`src/hdl/advox_pkg.sv`:
```
`timescale 1ns / 1ps

package advox_pkg;

    localparam int SAMPLE_W = 12;

    // default shift and tick length
    localparam int BIAS_SHIFT_DEF       = 8;
    localparam int LEVEL_SHIFT_DEF      = 8;
    localparam int SAMPLES_PER_TICK_DEF = 8;

    // reset values of the estimators, before scaling
    localparam int BIAS_MID  = 2048;
    localparam int ENV_INIT  = 1024;

    localparam int SUM_OUT_W   = 16;
    localparam int LEVEL_OUT_W = 16;
    localparam int AUDIO_W     = 24;
    localparam int LINGER_W    = 16;
    localparam int GAIN_W      = 8;
    localparam int MODE_W      = 2;
    localparam int CFG_IDX_W   = 2;
    localparam int CFG_DATA_W  = 16;
    localparam int THRESH_W    = 11;

    localparam logic [MODE_W-1:0]   MODE_RESET   = 2'd0;
    localparam logic [LINGER_W-1:0] LINGER_RESET = 16'd7812;
    localparam logic [GAIN_W-1:0]   GAIN_RESET   = 8'd1;

    // vox mode codes
    localparam logic [MODE_W-1:0] VOX_OFF = 2'd0;
    localparam logic [MODE_W-1:0] VOX_LOW = 2'd1;
    localparam logic [MODE_W-1:0] VOX_MID = 2'd2;
    localparam logic [MODE_W-1:0] VOX_TOP = 2'd3;

    // register map
    typedef enum logic [CFG_IDX_W-1:0] {
        REG_VOX_MODE = 2'd0,
        REG_LINGER   = 2'd1,
        REG_GAIN     = 2'd2
    } reg_idx_t;

    typedef struct packed {
        logic [MODE_W-1:0]   vox_mode;
        logic [LINGER_W-1:0] linger_ticks;
        logic [GAIN_W-1:0]   audio_gain;
    } cfg_t;

    typedef struct packed {
        logic signed [SUM_OUT_W-1:0] block_sum;
        logic [LEVEL_OUT_W-1:0]      level;
        logic                        voice_active;
        logic                        tx_enable;
        logic signed [AUDIO_W-1:0]   audio_out;
    } result_t;

    function automatic logic [THRESH_W-1:0] vox_threshold(input logic [MODE_W-1:0] mode);
        logic [THRESH_W-1:0] thr;
        unique case (mode)
            VOX_LOW: thr = 11'd128;
            VOX_MID: thr = 11'd512;
            VOX_TOP: thr = 11'd1024;
            default: thr = 11'd0;
        endcase
        return thr;
    endfunction

endpackage

```
`src/hdl/advox_dc_sum.sv`:
```
`timescale 1ns / 1ps

module advox_dc_sum #(
    parameter int BIAS_SHIFT       = advox_pkg::BIAS_SHIFT_DEF,
    parameter int SAMPLES_PER_TICK = advox_pkg::SAMPLES_PER_TICK_DEF,
    parameter int SUM_W = $clog2(SAMPLES_PER_TICK * (1 << advox_pkg::SAMPLE_W)) + 1
) (
    input  logic                                aclk,
    input  logic                                aresetn,
    input  logic                                step,
    input  logic [advox_pkg::SAMPLE_W-1:0]      sample,
    input  logic                                last_of_tick,
    output logic signed [SUM_W-1:0]             tick_sum
);

    localparam int BIAS_W = advox_pkg::SAMPLE_W + BIAS_SHIFT;
    localparam int CNT_W  = $clog2(SAMPLES_PER_TICK + 1);
    localparam int DIFF_W = advox_pkg::SAMPLE_W + 1;

    logic [BIAS_W-1:0]       bias_reg, bias_next;
    logic signed [SUM_W-1:0] sum_reg, sum_next;
    logic [CNT_W-1:0]        cnt_reg;
    logic                    cnt_open;
    logic signed [DIFF_W-1:0] centred;

    // bias += s - bias >> shift, then subtract the updated bias
    assign bias_next = bias_reg + BIAS_W'(sample) - (bias_reg >> BIAS_SHIFT);
    assign centred   = $signed({1'b0, sample})
                     - $signed({1'b0, bias_next[BIAS_W-1:BIAS_SHIFT]});
    assign cnt_open  = cnt_reg < CNT_W'(SAMPLES_PER_TICK);
    assign sum_next  = cnt_open ? sum_reg + SUM_W'(centred) : sum_reg;
    assign tick_sum  = sum_next;

    always_ff @(posedge aclk) begin
        if (!aresetn) begin
            bias_reg <= BIAS_W'(advox_pkg::BIAS_MID) << BIAS_SHIFT;
            sum_reg  <= '0;
            cnt_reg  <= '0;
        end else if (step) begin
            bias_reg <= bias_next;
            if (last_of_tick) begin
                sum_reg <= '0;
                cnt_reg <= '0;
            end else begin
                sum_reg <= sum_next;
                if (cnt_open) begin
                    cnt_reg <= cnt_reg + CNT_W'(1);
                end
            end
        end
    end

endmodule

```
`src/hdl/advox_vox.sv`:
```
`timescale 1ns / 1ps

module advox_vox #(
    parameter int LEVEL_SHIFT = advox_pkg::LEVEL_SHIFT_DEF,
    parameter int SUM_W       = 16
) (
    input  logic                    aclk,
    input  logic                    aresetn,
    input  logic                    tick_end,
    input  logic                    ptt,
    input  logic signed [SUM_W-1:0] tick_sum,
    input  advox_pkg::cfg_t         cfg,
    input  logic                    linger_clr,
    output advox_pkg::result_t      result
);

    localparam int MAG_W  = SUM_W - 1;
    localparam int ENV_W  = SUM_W + LEVEL_SHIFT;
    localparam int LVL_W  = ENV_W - LEVEL_SHIFT;
    localparam int SEXT_W = (SUM_W > 17) ? SUM_W : 17;
    localparam int LEXT_W = (LVL_W > 17) ? LVL_W : 17;

    logic [ENV_W-1:0]                    env_reg, env_next;
    logic [advox_pkg::LINGER_W-1:0]      linger_reg, linger_next;
    logic                                tx_reg, voice, tx_next;
    logic signed [SUM_W-1:0]             sum_abs;
    logic [MAG_W-1:0]                    mag;
    logic [LVL_W-1:0]                    lvl;
    logic [LEXT_W-1:0]                   lvl_ext;
    logic signed [SEXT_W-1:0]            sum_ext;
    logic signed [advox_pkg::SUM_OUT_W-1:0] bsum;
    logic signed [advox_pkg::GAIN_W:0]   gain_s;
    logic signed [advox_pkg::AUDIO_W:0]  prod;

    // tick sum saturated to 16 bits
    assign sum_ext = SEXT_W'(tick_sum);
    always_comb begin
        if (sum_ext > SEXT_W'(32767)) begin
            bsum = 16'sh7FFF;
        end else if (sum_ext < SEXT_W'(-32768)) begin
            bsum = -16'sh8000;
        end else begin
            bsum = sum_ext[advox_pkg::SUM_OUT_W-1:0];
        end
    end

    // envelope follows the magnitude
    assign sum_abs  = tick_sum[SUM_W-1] ? -tick_sum : tick_sum;
    assign mag      = sum_abs[MAG_W-1:0];
    assign env_next = env_reg + ENV_W'(mag) - (env_reg >> LEVEL_SHIFT);
    assign lvl      = env_next[ENV_W-1:LEVEL_SHIFT];
    assign lvl_ext  = LEXT_W'(lvl);

    // voice detect with linger countdown, saturating at zero
    always_comb begin
        if (cfg.vox_mode == advox_pkg::VOX_OFF) begin
            linger_next = '0;
            voice       = 1'b0;
        end else if (lvl_ext > LEXT_W'(advox_pkg::vox_threshold(cfg.vox_mode))) begin
            linger_next = cfg.linger_ticks;
            voice       = 1'b1;
        end else begin
            linger_next = (linger_reg != '0) ? linger_reg - 1'b1 : '0;
            voice       = linger_next != '0;
        end
    end

    assign tx_next = voice | ptt;
    assign gain_s  = $signed({1'b0, cfg.audio_gain});
    assign prod    = gain_s * bsum;

    always_comb begin
        result.block_sum    = bsum;
        result.level        = (lvl_ext > LEXT_W'(17'h0FFFF)) ? 16'hFFFF
                                                             : lvl_ext[15:0];
        result.voice_active = voice;
        result.tx_enable    = tx_next;
        result.audio_out    = tx_reg ? prod[advox_pkg::AUDIO_W-1:0] : '0;
    end

    always_ff @(posedge aclk) begin
        if (!aresetn) begin
            env_reg    <= ENV_W'(advox_pkg::ENV_INIT) << LEVEL_SHIFT;
            linger_reg <= '0;
            tx_reg     <= 1'b0;
        end else if (linger_clr) begin
            linger_reg <= '0;
        end else if (tick_end) begin
            env_reg    <= env_next;
            linger_reg <= linger_next;
            tx_reg     <= tx_next;
        end
    end

endmodule

```
`src/hdl/audio_dc_level_vox_detector.sv`:
```
`timescale 1ns / 1ps

// Voice-operated transmit detector for a raw 12-bit microphone sample stream.
// One sample item is taken every cycle unless a held tick end stalls. Each
// item goes into an input register, then through the bias tracker, tick
// accumulator and (on the last sample of a tick) the envelope, vox and gain
// logic combinationally, and the tick's result is held in an output
// register. The bias feedback loop through its register sets the rate of
// one item per cycle. Items that do not end a tick flow on even while a
// result waits; an item that ends a tick waits only while the output register
// is full and not being taken. Registers on the write port: 0 vox mode
// (0 off, 1/2/3 threshold 128/512/1024), 1 linger length in ticks,
// 2 audio gain. Write them only while the block is idle.

module audio_dc_level_vox_detector #(
    parameter int BIAS_SHIFT       = advox_pkg::BIAS_SHIFT_DEF,
    parameter int LEVEL_SHIFT      = advox_pkg::LEVEL_SHIFT_DEF,
    parameter int SAMPLES_PER_TICK = advox_pkg::SAMPLES_PER_TICK_DEF
) (
    input  logic                                        aclk,
    input  logic                                        aresetn,
    // configuration write port
    input  logic                                        cfg_we,
    input  logic [advox_pkg::CFG_IDX_W-1:0]             cfg_index,
    input  logic [advox_pkg::CFG_DATA_W-1:0]            cfg_wdata,
    // sample input
    input  logic                                        s_valid,
    output logic                                        s_ready,
    input  logic [advox_pkg::SAMPLE_W-1:0]              s_sample,
    input  logic                                        s_last_of_tick,
    input  logic                                        s_ptt,
    // tick results
    output logic                                        m_valid,
    input  logic                                        m_ready,
    output logic signed [advox_pkg::SUM_OUT_W-1:0]      m_block_sum,
    output logic [advox_pkg::LEVEL_OUT_W-1:0]           m_level,
    output logic                                        m_voice_active,
    output logic                                        m_tx_enable,
    output logic signed [advox_pkg::AUDIO_W-1:0]        m_audio_out
);

    localparam int SUM_W = $clog2(SAMPLES_PER_TICK * (1 << advox_pkg::SAMPLE_W)) + 1;

    // configuration registers
    advox_pkg::cfg_t    cfg_reg;
    logic               linger_clr;

    // input register
    logic                             in_valid_reg;
    logic [advox_pkg::SAMPLE_W-1:0]   in_sample_reg;
    logic                             in_last_reg;
    logic                             in_ptt_reg;

    // output register
    logic                  out_valid_reg;
    advox_pkg::result_t    out_reg;

    logic                    step;
    logic                    tick_end;
    logic signed [SUM_W-1:0] tick_sum;
    advox_pkg::result_t      result;

    // a mode write of off also drops the linger count
    assign linger_clr = cfg_we
                     && (advox_pkg::reg_idx_t'(cfg_index) == advox_pkg::REG_VOX_MODE)
                     && (cfg_wdata[advox_pkg::MODE_W-1:0] == advox_pkg::VOX_OFF);

    always_ff @(posedge aclk) begin
        if (!aresetn) begin
            cfg_reg.vox_mode     <= advox_pkg::MODE_RESET;
            cfg_reg.linger_ticks <= advox_pkg::LINGER_RESET;
            cfg_reg.audio_gain   <= advox_pkg::GAIN_RESET;
        end else if (cfg_we) begin
            unique case (advox_pkg::reg_idx_t'(cfg_index))
                advox_pkg::REG_VOX_MODE: begin
                    cfg_reg.vox_mode <= cfg_wdata[advox_pkg::MODE_W-1:0];
                end
                advox_pkg::REG_LINGER: begin
                    cfg_reg.linger_ticks <= cfg_wdata[advox_pkg::LINGER_W-1:0];
                end
                advox_pkg::REG_GAIN: begin
                    cfg_reg.audio_gain <= cfg_wdata[advox_pkg::GAIN_W-1:0];
                end
                default: begin
                    // unmapped index, write dropped
                end
            endcase
        end
    end

    // the held item moves on unless it ends a tick and the result slot is blocked
    assign step     = in_valid_reg && (!in_last_reg || !out_valid_reg || m_ready);
    assign tick_end = step && in_last_reg;
    assign s_ready  = !in_valid_reg || step;

    always_ff @(posedge aclk) begin
        if (!aresetn) begin
            in_valid_reg <= 1'b0;
        end else if (s_ready) begin
            in_valid_reg <= s_valid;
        end
    end

    always_ff @(posedge aclk) begin
        if (s_valid && s_ready) begin
            in_sample_reg <= s_sample;
            in_last_reg   <= s_last_of_tick;
            in_ptt_reg    <= s_ptt;
        end
    end

    advox_dc_sum #(
        .BIAS_SHIFT       (BIAS_SHIFT),
        .SAMPLES_PER_TICK (SAMPLES_PER_TICK),
        .SUM_W            (SUM_W)
    ) u_dc_sum (
        .aclk         (aclk),
        .aresetn      (aresetn),
        .step         (step),
        .sample       (in_sample_reg),
        .last_of_tick (in_last_reg),
        .tick_sum     (tick_sum)
    );

    advox_vox #(
        .LEVEL_SHIFT (LEVEL_SHIFT),
        .SUM_W       (SUM_W)
    ) u_vox (
        .aclk       (aclk),
        .aresetn    (aresetn),
        .tick_end   (tick_end),
        .ptt        (in_ptt_reg),
        .tick_sum   (tick_sum),
        .cfg        (cfg_reg),
        .linger_clr (linger_clr),
        .result     (result)
    );

    // result register
    always_ff @(posedge aclk) begin
        if (!aresetn) begin
            out_valid_reg <= 1'b0;
        end else if (tick_end) begin
            out_valid_reg <= 1'b1;
        end else if (m_ready) begin
            out_valid_reg <= 1'b0;
        end
    end

    always_ff @(posedge aclk) begin
        if (tick_end) begin
            out_reg <= result;
        end
    end

    assign m_valid        = out_valid_reg;
    assign m_block_sum    = out_reg.block_sum;
    assign m_level        = out_reg.level;
    assign m_voice_active = out_reg.voice_active;
    assign m_tx_enable    = out_reg.tx_enable;
    assign m_audio_out    = out_reg.audio_out;

endmodule

```
`config.mk`:
```
export PLATFORM = sky130hd
export DESIGN_NAME = audio_dc_level_vox_detector
export DESIGN_NICKNAME = d
export VERILOG_FILES = /design/src/hdl/advox_pkg.sv /design/src/hdl/advox_dc_sum.sv /design/src/hdl/advox_vox.sv /design/src/hdl/audio_dc_level_vox_detector.sv
export SDC_FILE = /design/constraint.sdc
export NUM_CORES = 1
export LEC_CHECK = 0
export CAP_MARGIN = 15
export CORE_MARGIN = 4
export CORE_UTILIZATION = 66
export CTS_CLUSTER_SIZE = 28
export DETAILED_ROUTE_END_ITERATION = 6
export DONT_BUFFER_PORTS = 1
export HOLD_SLACK_MARGIN = 0.05
export PLACE_DENSITY = 0.83
export RECOVER_POWER = 50
export SETUP_SLACK_MARGIN = 0.15
export SKIP_CTS_REPAIR_TIMING = 1
export SYNTH_ARGS = -nofsm -noshare
export SYNTH_HDL_FRONTEND = slang
export SYNTH_SLANG_ARGS = --single-unit
```
`constraint.sdc`:
```
create_clock -name aclk -period 13.1 [get_ports aclk]
set_clock_uncertainty 0.15 [all_clocks]
set_input_delay 3.275 -clock aclk [delete_from_list [all_inputs] [get_ports aclk]]
set_output_delay 3.275 -clock aclk [all_outputs]
set_load 0.05 [all_outputs]
```
## Word level (Yosys, flattened, before mapping)

Index checks and enable logic that the tools add are counted.

| word-level totals | value |
|---|---|
| bits in registers | 181 |
| input bits | 37 |
| logic and storage cells | 82 |

| cells by class | value |
|---|---|
| add/sub/neg operators | 9 |
| multiply operators | 1 |
| order comparisons | 5 |
| eq/ne operators | 5 |
| mux-type cells | 16 |
| bitwise logic cells | 3 |
| reductions and logical operators | 24 |

Operators with widths:

| cell | count |
|---|---|
| $mux W16 | 7 |
| $pmux W11 S3 | 1 |
| $gt A16 B16 Y1 const B | 2 |
| $reduce_bool A16 Y1 | 2 |
| $add A24 B15 Y24 | 1 |
| $mul A9 B16 Y24 | 1 |
| $sub A24 B16 Y24 | 1 |
| $add A20 B12 Y20 | 1 |
| $sub A20 B12 Y20 | 1 |
| $add A16 B13 Y16 | 1 |
| $gt A16 B11 Y1 | 1 |
| $lt A16 B16 Y1 const B | 1 |
| $sub A16 B1 Y16 const B | 1 |
| $mux W15 | 1 |
| $neg A15 Y15 | 1 |
| $sub A12 B12 Y13 | 1 |
| $mux W11 | 1 |
| $reduce_and A2 Y1 | 5 |
| $mux W4 | 2 |
| $eq A2 B2 Y1 const B | 3 |
| $logic_not A2 Y1 | 3 |
| $logic_and A1 B1 Y1 | 5 |
| $add A4 B1 Y4 const B | 1 |
| $eq A2 B1 Y1 const B | 2 |
| other kinds (8) | 17 |

## Logic depth before layout (Yosys ltp)

Gate-level depths: netlist (run 1).

| logic depth | value |
|---|---|
| depth in word-level cells | 13 |
| mapped depth | 55 |

## Hierarchy

Synthesis (run 1) repeated with hierarchy kept, for this count alone.

| second synthesis, totals | value |
|---|---|
| cell total of the unflattened synthesis | 1907 |
| area total of the unflattened synthesis | 16782.3 sq um |

Modules (own cells, without submodules):

| module | instances | cells each | area each (sq um) | seq. area each (sq um) |
|---|---|---|---|---|
| advox_vox | 1 | 1148 | 9047.4 | 820.8 |
| advox_dc_sum | 1 | 563 | 4375.4 | 800.8 |
| audio_dc_level_vox_detector | 1 | 196 | 3359.5 | 2722.6 |

## Worst setup path after synthesis (run 1)

No wires, ideal clock.

| timing path | value |
|---|---|
| path kind | register to register |
| start point | reg in_sample_reg[3] (netlist name) |
| end point | reg u_vox.linger_reg[10] (netlist name) |
| data arrival time | 10929 ps |
| path slack | 1899 ps |
| stages on the path, launching flop included | 53 |
| period minus slack after synthesis | 11201 ps |
| cells stage by stage | edfxtp_1 clkbuf_1 inv_1 fa_1 inv_1 ha_1 o21ai_0 a21oi_1 o21ai_0 nand2b_1 a21o_1 a21oi_1 xnor2_1 ha_1 fa_1 or3_1 o311a_1 a31oi_1 [... 17 more ...] a21o_1 nor3_1 o21ai_1 a221o_1 a311oi_4 o21ai_0 a21o_1 a21oi_1 xnor2_1 ha_1 nand4_1 or4_1 nor4_2 a21o_1 buf_4 buf_4 a21oi_1 a221o_1 |

| on the way | value |
|---|---|
| longest elaborated chain between the ends | 12 |

Ends and longest elaborated chain:

| what | RTL line | text |
|---|---|---|
| start: declaration | audio_dc_level_vox_detector.sv:50 | `logic [advox_pkg::SAMPLE_W-1:0] in_sample_reg;` |
| start signal: assignment | audio_dc_level_vox_detector.sv:106 | `in_sample_reg <= s_sample;` |
| $add A20 B12 Y20 * | advox_dc_sum.sv:27 | `assign bias_next = bias_reg + BIAS_W'(sample) - (bias_reg >> BIAS_SHIFT);` |
| $sub A20 B12 Y20 * | advox_dc_sum.sv:27 |  |
| via u_dc_sum.bias_next[8] | advox_dc_sum.sv:20 | `logic [BIAS_W-1:0] bias_reg, bias_next;` |
| $sub A12 B12 Y13 * | advox_dc_sum.sv:29 | `- $signed({1'b0, bias_next[BIAS_W-1:BIAS_SHIFT]});` |
| $add A16 B13 Y16 * | advox_dc_sum.sv:31 | `assign sum_next = cnt_open ? sum_reg + SUM_W'(centred) : sum_reg;` |
| $mux W16 * | advox_dc_sum.sv:31 |  |
| $neg A15 Y15 | advox_vox.sv:48 | `assign sum_abs = tick_sum[SUM_W-1] ? -tick_sum : tick_sum;` |
| $mux W15 * | advox_vox.sv:48 |  |
| $add A24 B15 Y24 * | advox_vox.sv:50 | `assign env_next = env_reg + ENV_W'(mag) - (env_reg >> LEVEL_SHIFT);` |
| $sub A24 B16 Y24 * | advox_vox.sv:50 |  |
| via u_vox.env_next[17] | advox_vox.sv:23 | `logic [ENV_W-1:0] env_reg, env_next;` |
| $gt A16 B11 Y1 * | advox_vox.sv:59 | `end else if (lvl_ext > LEXT_W'(advox_pkg::vox_threshold(cfg.vox_mode))) begin` |
| $mux W16 * | advox_vox.sv:59 |  |
| $mux W16 * | advox_vox.sv:56 | `if (cfg.vox_mode == advox_pkg::VOX_OFF) begin` |
| end signal: assignment | advox_vox.sv:90 | `linger_reg <= linger_next;` |
| end: declaration | advox_vox.sv:24 | `logic [advox_pkg::LINGER_W-1:0] linger_reg, linger_next;` |

Mark *: on every way through the listed nets, which the timed path passes. The rest lies on a longest branch.
A chain may end at the register's enable or synchronous reset.

==> results of run 1 <==
-- path summary, 6_finish.rpt --
check	end	cells after the start
worst max-delay path	m_tx_enable	49
worst min-delay path	u_vox.env_reg[0]	2
worst max register to register	m_tx_enable	49
worst min register to register	u_vox.env_reg[0]	2
-- stage by stage --
step / setup WS (ns) / instance area [µm²] / hold WS [ns] / utilization (%) / instances
floorplan: 1.90 / 16100 / 0.282 / - / 1850
global placement: 1.09 / 16400 / 0.291 / 68.9 / 2108
detailed placement: 0.676 / 16400 / 0.296 / 68.9 / 2108
CTS: 0.636 / 17000 / 0.306 / 71.6 / 2140
global route: 0.171 / 17100 / 0.329 / 71.8 / 2144
finish: 0.925 / 17100 / 0.306 / 71.8 / 2144
-- cell families after synthesis --
| logic type | synth area share [%] |
|---|---|
| multiplexers | 1.14 |
| AO/OA/AOI/OAI | 14.4 |
| flip-flops | 26.9 |
| XOR/XNOR | 5.11 |
| AND/OR/NAND/NOR | 18.8 |
| adder cells (fa/ha/maj) | 25.8 |
| buffers and inverters | 7.81 |
-- layer usage --
layer / GRT usage, % / share of wire (%) / vias to the layer above
li1: - / - / 6113
met3: 5.02 / 5.9 / 59
met4: 8.50 / 2.1 / 0
met5: 0 / 0 / -
met2: 47.8 / 48 / 384
met1: 37.5 / 44 / 6122
-- layout by cell type, fill, tap and decap left out, types with 33 or more instances in the layout --
cell type / n
xor2_1: 33
a21oi_1: 116
ha_1: 125
a21o_1: 35
and2_1: 92
dfxtp_1: 109
nor2_1: 114
xnor2_1: 61
o21ai_0: 52
fa_1: 129
nor3_1: 33
nand2_1: 227
edfxtp_1: 72
inv_1: 249
-- tightest hold or removal path, stage by stage, from the launching register on --
cell	delay (ns)
dfxtp_1	0.31
nand2_1	0.05
a21oi_1	0.05
-- layout make-up --
cell class	instances	area [µm²]
Multi-Input combinational cell	1338	10600
Fill cell	1745	6700
Sequential cell	181	4340
Inverter	251	942
Clock buffer	19	464
Tap cell	319	399
Clock inverter	13	176
Timing Repair Buffer	23	165
==> results.toml, run 1 <==
[critical_path]
timing.rr.start = "in_sample_reg[1]"
cp-end-kind = "flip-flop"
worstSetupPathType = "reg2reg"
max_stage_delay_ns = 0.54
crit_fanout = 10
crit_path_start = "in_sample_reg[1]"
slowest_stage = "or4_1"
critPathBufInv = 2
cp.arrival_ns = 12.23
regToRegSetupSlack_ns = 0.92
critPathTopFamily = "compound AO/OA/AOI/OAI gates"
crit_path_start_kind = "flip-flop"
timing.critical_path.mode_cell = "a21o_1"
cp_data_required_time_ns = 13.15

[drt]
wl_per_cell_um = 17.3
vias = 12700
dr.pass1.iters = 5
vias_per_cell = 5.91
first_iter_violations = 1010
ant_nets = 0
drc = 0
wl_um = 37100

[status]
violations = "capacitance limit, slew limit"
status = "finished with violations"

[placement]
place.port_buffers = 0
hpwl_um = 28300
routabilityCongestion = 0.980

[clock_network]
clk_pin_slew_ns = 0.08
cts_root_buf = "clkbuf_16"
cts_buffers = 17
htreeDepth = 4
cts_sinks = 181
insertion_delay_ns = 0.46
clockBufferDepth = 2
cts_tree = "built"

[synthesis]
seq_area_frac_synth_pct = 26.9
netlist_area_um2 = 16100
ys_async_sr_fraction_pct = 0
yosys.area.top_type = "fa_1"
synthTopCellsByCount = "inv_1 (249), nand2_1 (227), fa_1 (129)"
synth_cell_types = 79
ys_top_cells_by_area = "fa_1 (16%), dfxtp_1 (14%), edfxtp_1 (13%)"
yosysMostFrequentCell = "inv_1"
syn-num-nets = 2141
synth_area_per_cell_um2 = 8.72
synth_edf_count = 72
yosys_warnings = 0
ys.flop_type = "dfxtp_1"
synth_top_cell_area_share_pct = 16.0
synth-seq-cells = 181
syn_inst = 1850

[global_routing]
antenna_found_initial = 0
grt_start_max_net_pins = 77
gr-total-overflow = 0
grt_pass1_vias = 12800
track_usage_pct = 28.3
grt_pass1_wl_um = 61700

[floorplanning]
rows = 56
die_x_um = 164
coreArea_um2 = 23800
die_area_um2 = 27000
ioPinCount = 97
start_util_pct = 67.9
die_h_um = 164

[timing]
clock.fmax_ghz = 0.0821
rsz0062_at_grt = "no"
finalCritPeriodShare_pct = 92.9
fin_crit_ns = 12.18
finalSetupViolCount = 0
max_slew.worst_pin.slew_ns = 3.58
setup-tns-final_ns = 0
hold_viol_final = 0
final_max_slew_viol_count = 152
slew_headroom_pct = -138

[final_layout]
syn_to_final_growth_pct = 5.74
largest_reg_flops = 26
post_route_cells_drive_above_1_share_pct = 4.27
fin_nets = 2103
antenna_cells = 0

[hold_path]
hold_start = "u_vox.env_reg[0]"
hold_class = "reg2reg"

[run]
max_cap_violations = 3
Power of run 1 is not shown: default switching activity piles up to over one toggle a cycle in this logic, so the estimate is an artifact.
==> run 2, diff against run 1 <==
Clock period 13.1 ns to 13.2 ns, I/O delays scaled along.
==> run 2 against run 1 <==
The flow still finishes with violations (capacitance limit, slew limit). Setup slack improved by 0.036 ns. Non-clock buffer count rose by 1. First-iteration DRC count decreased by 5.7%. Flip-flop and latch count is the same. Critical path depth unchanged. Register-to-register slack improved by 0.04 ns. Design area fell by 0.10%. Sequential share of layout area is essentially flat. Utilization down 0.074 points. Global-route usage is 0.14 points higher. Clock-buffer cell count decreased by 2.
==> results.toml, run 2 (synthesis results as in run 1) <==
[status]
status = "finished with violations"
violations = "capacitance limit, slew limit"

[final_layout]
fin_nets = 2104
final_cell_mix = "inv_1 (249), nand2_1 (227), fa_1 (129), ha_1 (125), a21oi_1 (116)"
post_route_cells_drive_above_1_share_pct = 4.27
final_cells = 2145
syn_to_final_growth_pct = 5.63
antenna_cells = 0
nFillCells = 1786
seq_area_um2 = 4340
largest_reg_flops = 26
multiInputGateArea_um2 = 10500
mostFrequentLayoutCell = "inv_1"

[timing]
hold_viol_final = 0
fin_crit_ns = 12.24
whs_ns = 0.309
final_max_slew_viol_count = 152
max_slew.worst_pin.slew_ns = 3.59
setup-tns-final_ns = 0
finalSetupViolCount = 0
clock.fmax_ghz = 0.0817
setup_slack_ns = 0.961
rsz0062_at_grt = "no"
finalCritPeriodShare_pct = 92.7
slew_headroom_pct = -139

[global_routing]
antenna_found_initial = 0
grt_pass1_vias = 12800
gr-total-overflow = 0
grt_start_max_net_pins = 77
track_usage_pct = 28.5
grt_pass1_wl_um = 62000

[drt]
vias = 12800
drc = 0
wl_per_cell_um = 17.4
wl_um = 37400
first_iter_violations = 952
dr.pass1.iters = 5
ant_nets = 0
vias_per_cell = 5.98

[critical_path]
slowest_stage = "fa_1"
cp_data_required_time_ns = 13.39
crit_fanout = 18
r2r_end = "u_vox.linger_reg[14]"
cp-end-kind = "flip-flop"
critPathBufInv = 3
cp.depth = 49
regToRegSetupSlack_ns = 0.96
reg2regPathDepth = 49
critPathTopFamily = "compound AO/OA/AOI/OAI gates"
worstSetupPathType = "reg2reg"
max_stage_delay_ns = 0.55
cp.arrival_ns = 12.43
timing.rr.start = "in_sample_reg[3]"
crit_path_start_kind = "flip-flop"

[hold_path]
hold_depth = 2
hold_class = "reg2reg"
hold_start = "u_dc_sum.bias_reg[6]"
hold_end = "u_dc_sum.bias_reg[6]"

[floorplanning]
start_util_pct = 67.9
die_x_um = 164
ioPinCount = 97
rows = 56
die_h_um = 164
die_area_um2 = 27000
coreArea_um2 = 23800

[run]
max_cap_violations = 3

[placement]
post-place-ws_ns = 0.782
place.port_buffers = 0
dp.cells = 2108
hpwl_um = 28600
routabilityCongestion = 0.978

[clock_network]
insertion_delay_ns = 0.45
clockBufferDepth = 2
cts_tree = "built"
htreeDepth = 4
cts_buffers = 17
cts_root_buf = "clkbuf_16"
clk_pin_slew_ns = 0.09
cts_sinks = 181
run 2: cell count changes in the layout (fill, tap and decap cells not counted), sizes merged:
cell and delta:
buf +1, clkinvlp +1, clkinv -1, clkbuf -2, inv +2
run 2: worst max path at each step:
stage / from / to / slack, ns
2_1_floorplan: in_sample_reg[3] / u_vox.linger_reg[10] / 2.00
3_3_place_gp: in_sample_reg[3] / u_vox.linger_reg[14] / 1.19
3_5_place_dp: in_sample_reg[3] / u_vox.linger_reg[14] / 0.78
4_1_cts: in_sample_reg[3] / u_vox.linger_reg[14] / 0.69
5_1_grt: in_sample_reg[3] / u_vox.linger_reg[14] / 0.13
6_report: in_sample_reg[3] / u_vox.linger_reg[14] / 0.96
run 2: stage by stage:
step	area [µm²]	utilization (%)
floorplan	16100	-
global placement	16400	68.9
detailed placement	16400	68.9
CTS	17000	71.6
global route	17000	71.7
finish	17000	71.7
run 2: worst reg2reg max path: cells and delay by family, from the launching register on:
family	cells	cell delay, ns
AO/OA/AOI/OAI	23	5.28
adder cells (fa/ha/maj)	8	2.99
AND/OR/NAND/NOR	11	2.24
XOR/XNOR	4	0.61
flip-flops	1	0.50
buffers and inverters	3	0.39
run 2: layout make-up:
type                    count  share of cell area, %
multi-input cells        1338                   61.9
inverters                 251                   5.53
well taps                 319                   2.34
clock buffers              17                   2.50
repair buffers             24                   1.01
flip-flops and latches    181                   25.5
clock inverters            15                   1.19
run 2: layer usage:
layer	track usage, %	wire, µm
met5	0	0
met4	8.58	873
met3	4.54	2130
met2	48.4	18100
met1	37.7	16300
Power of run 2 is left out for the same reason.
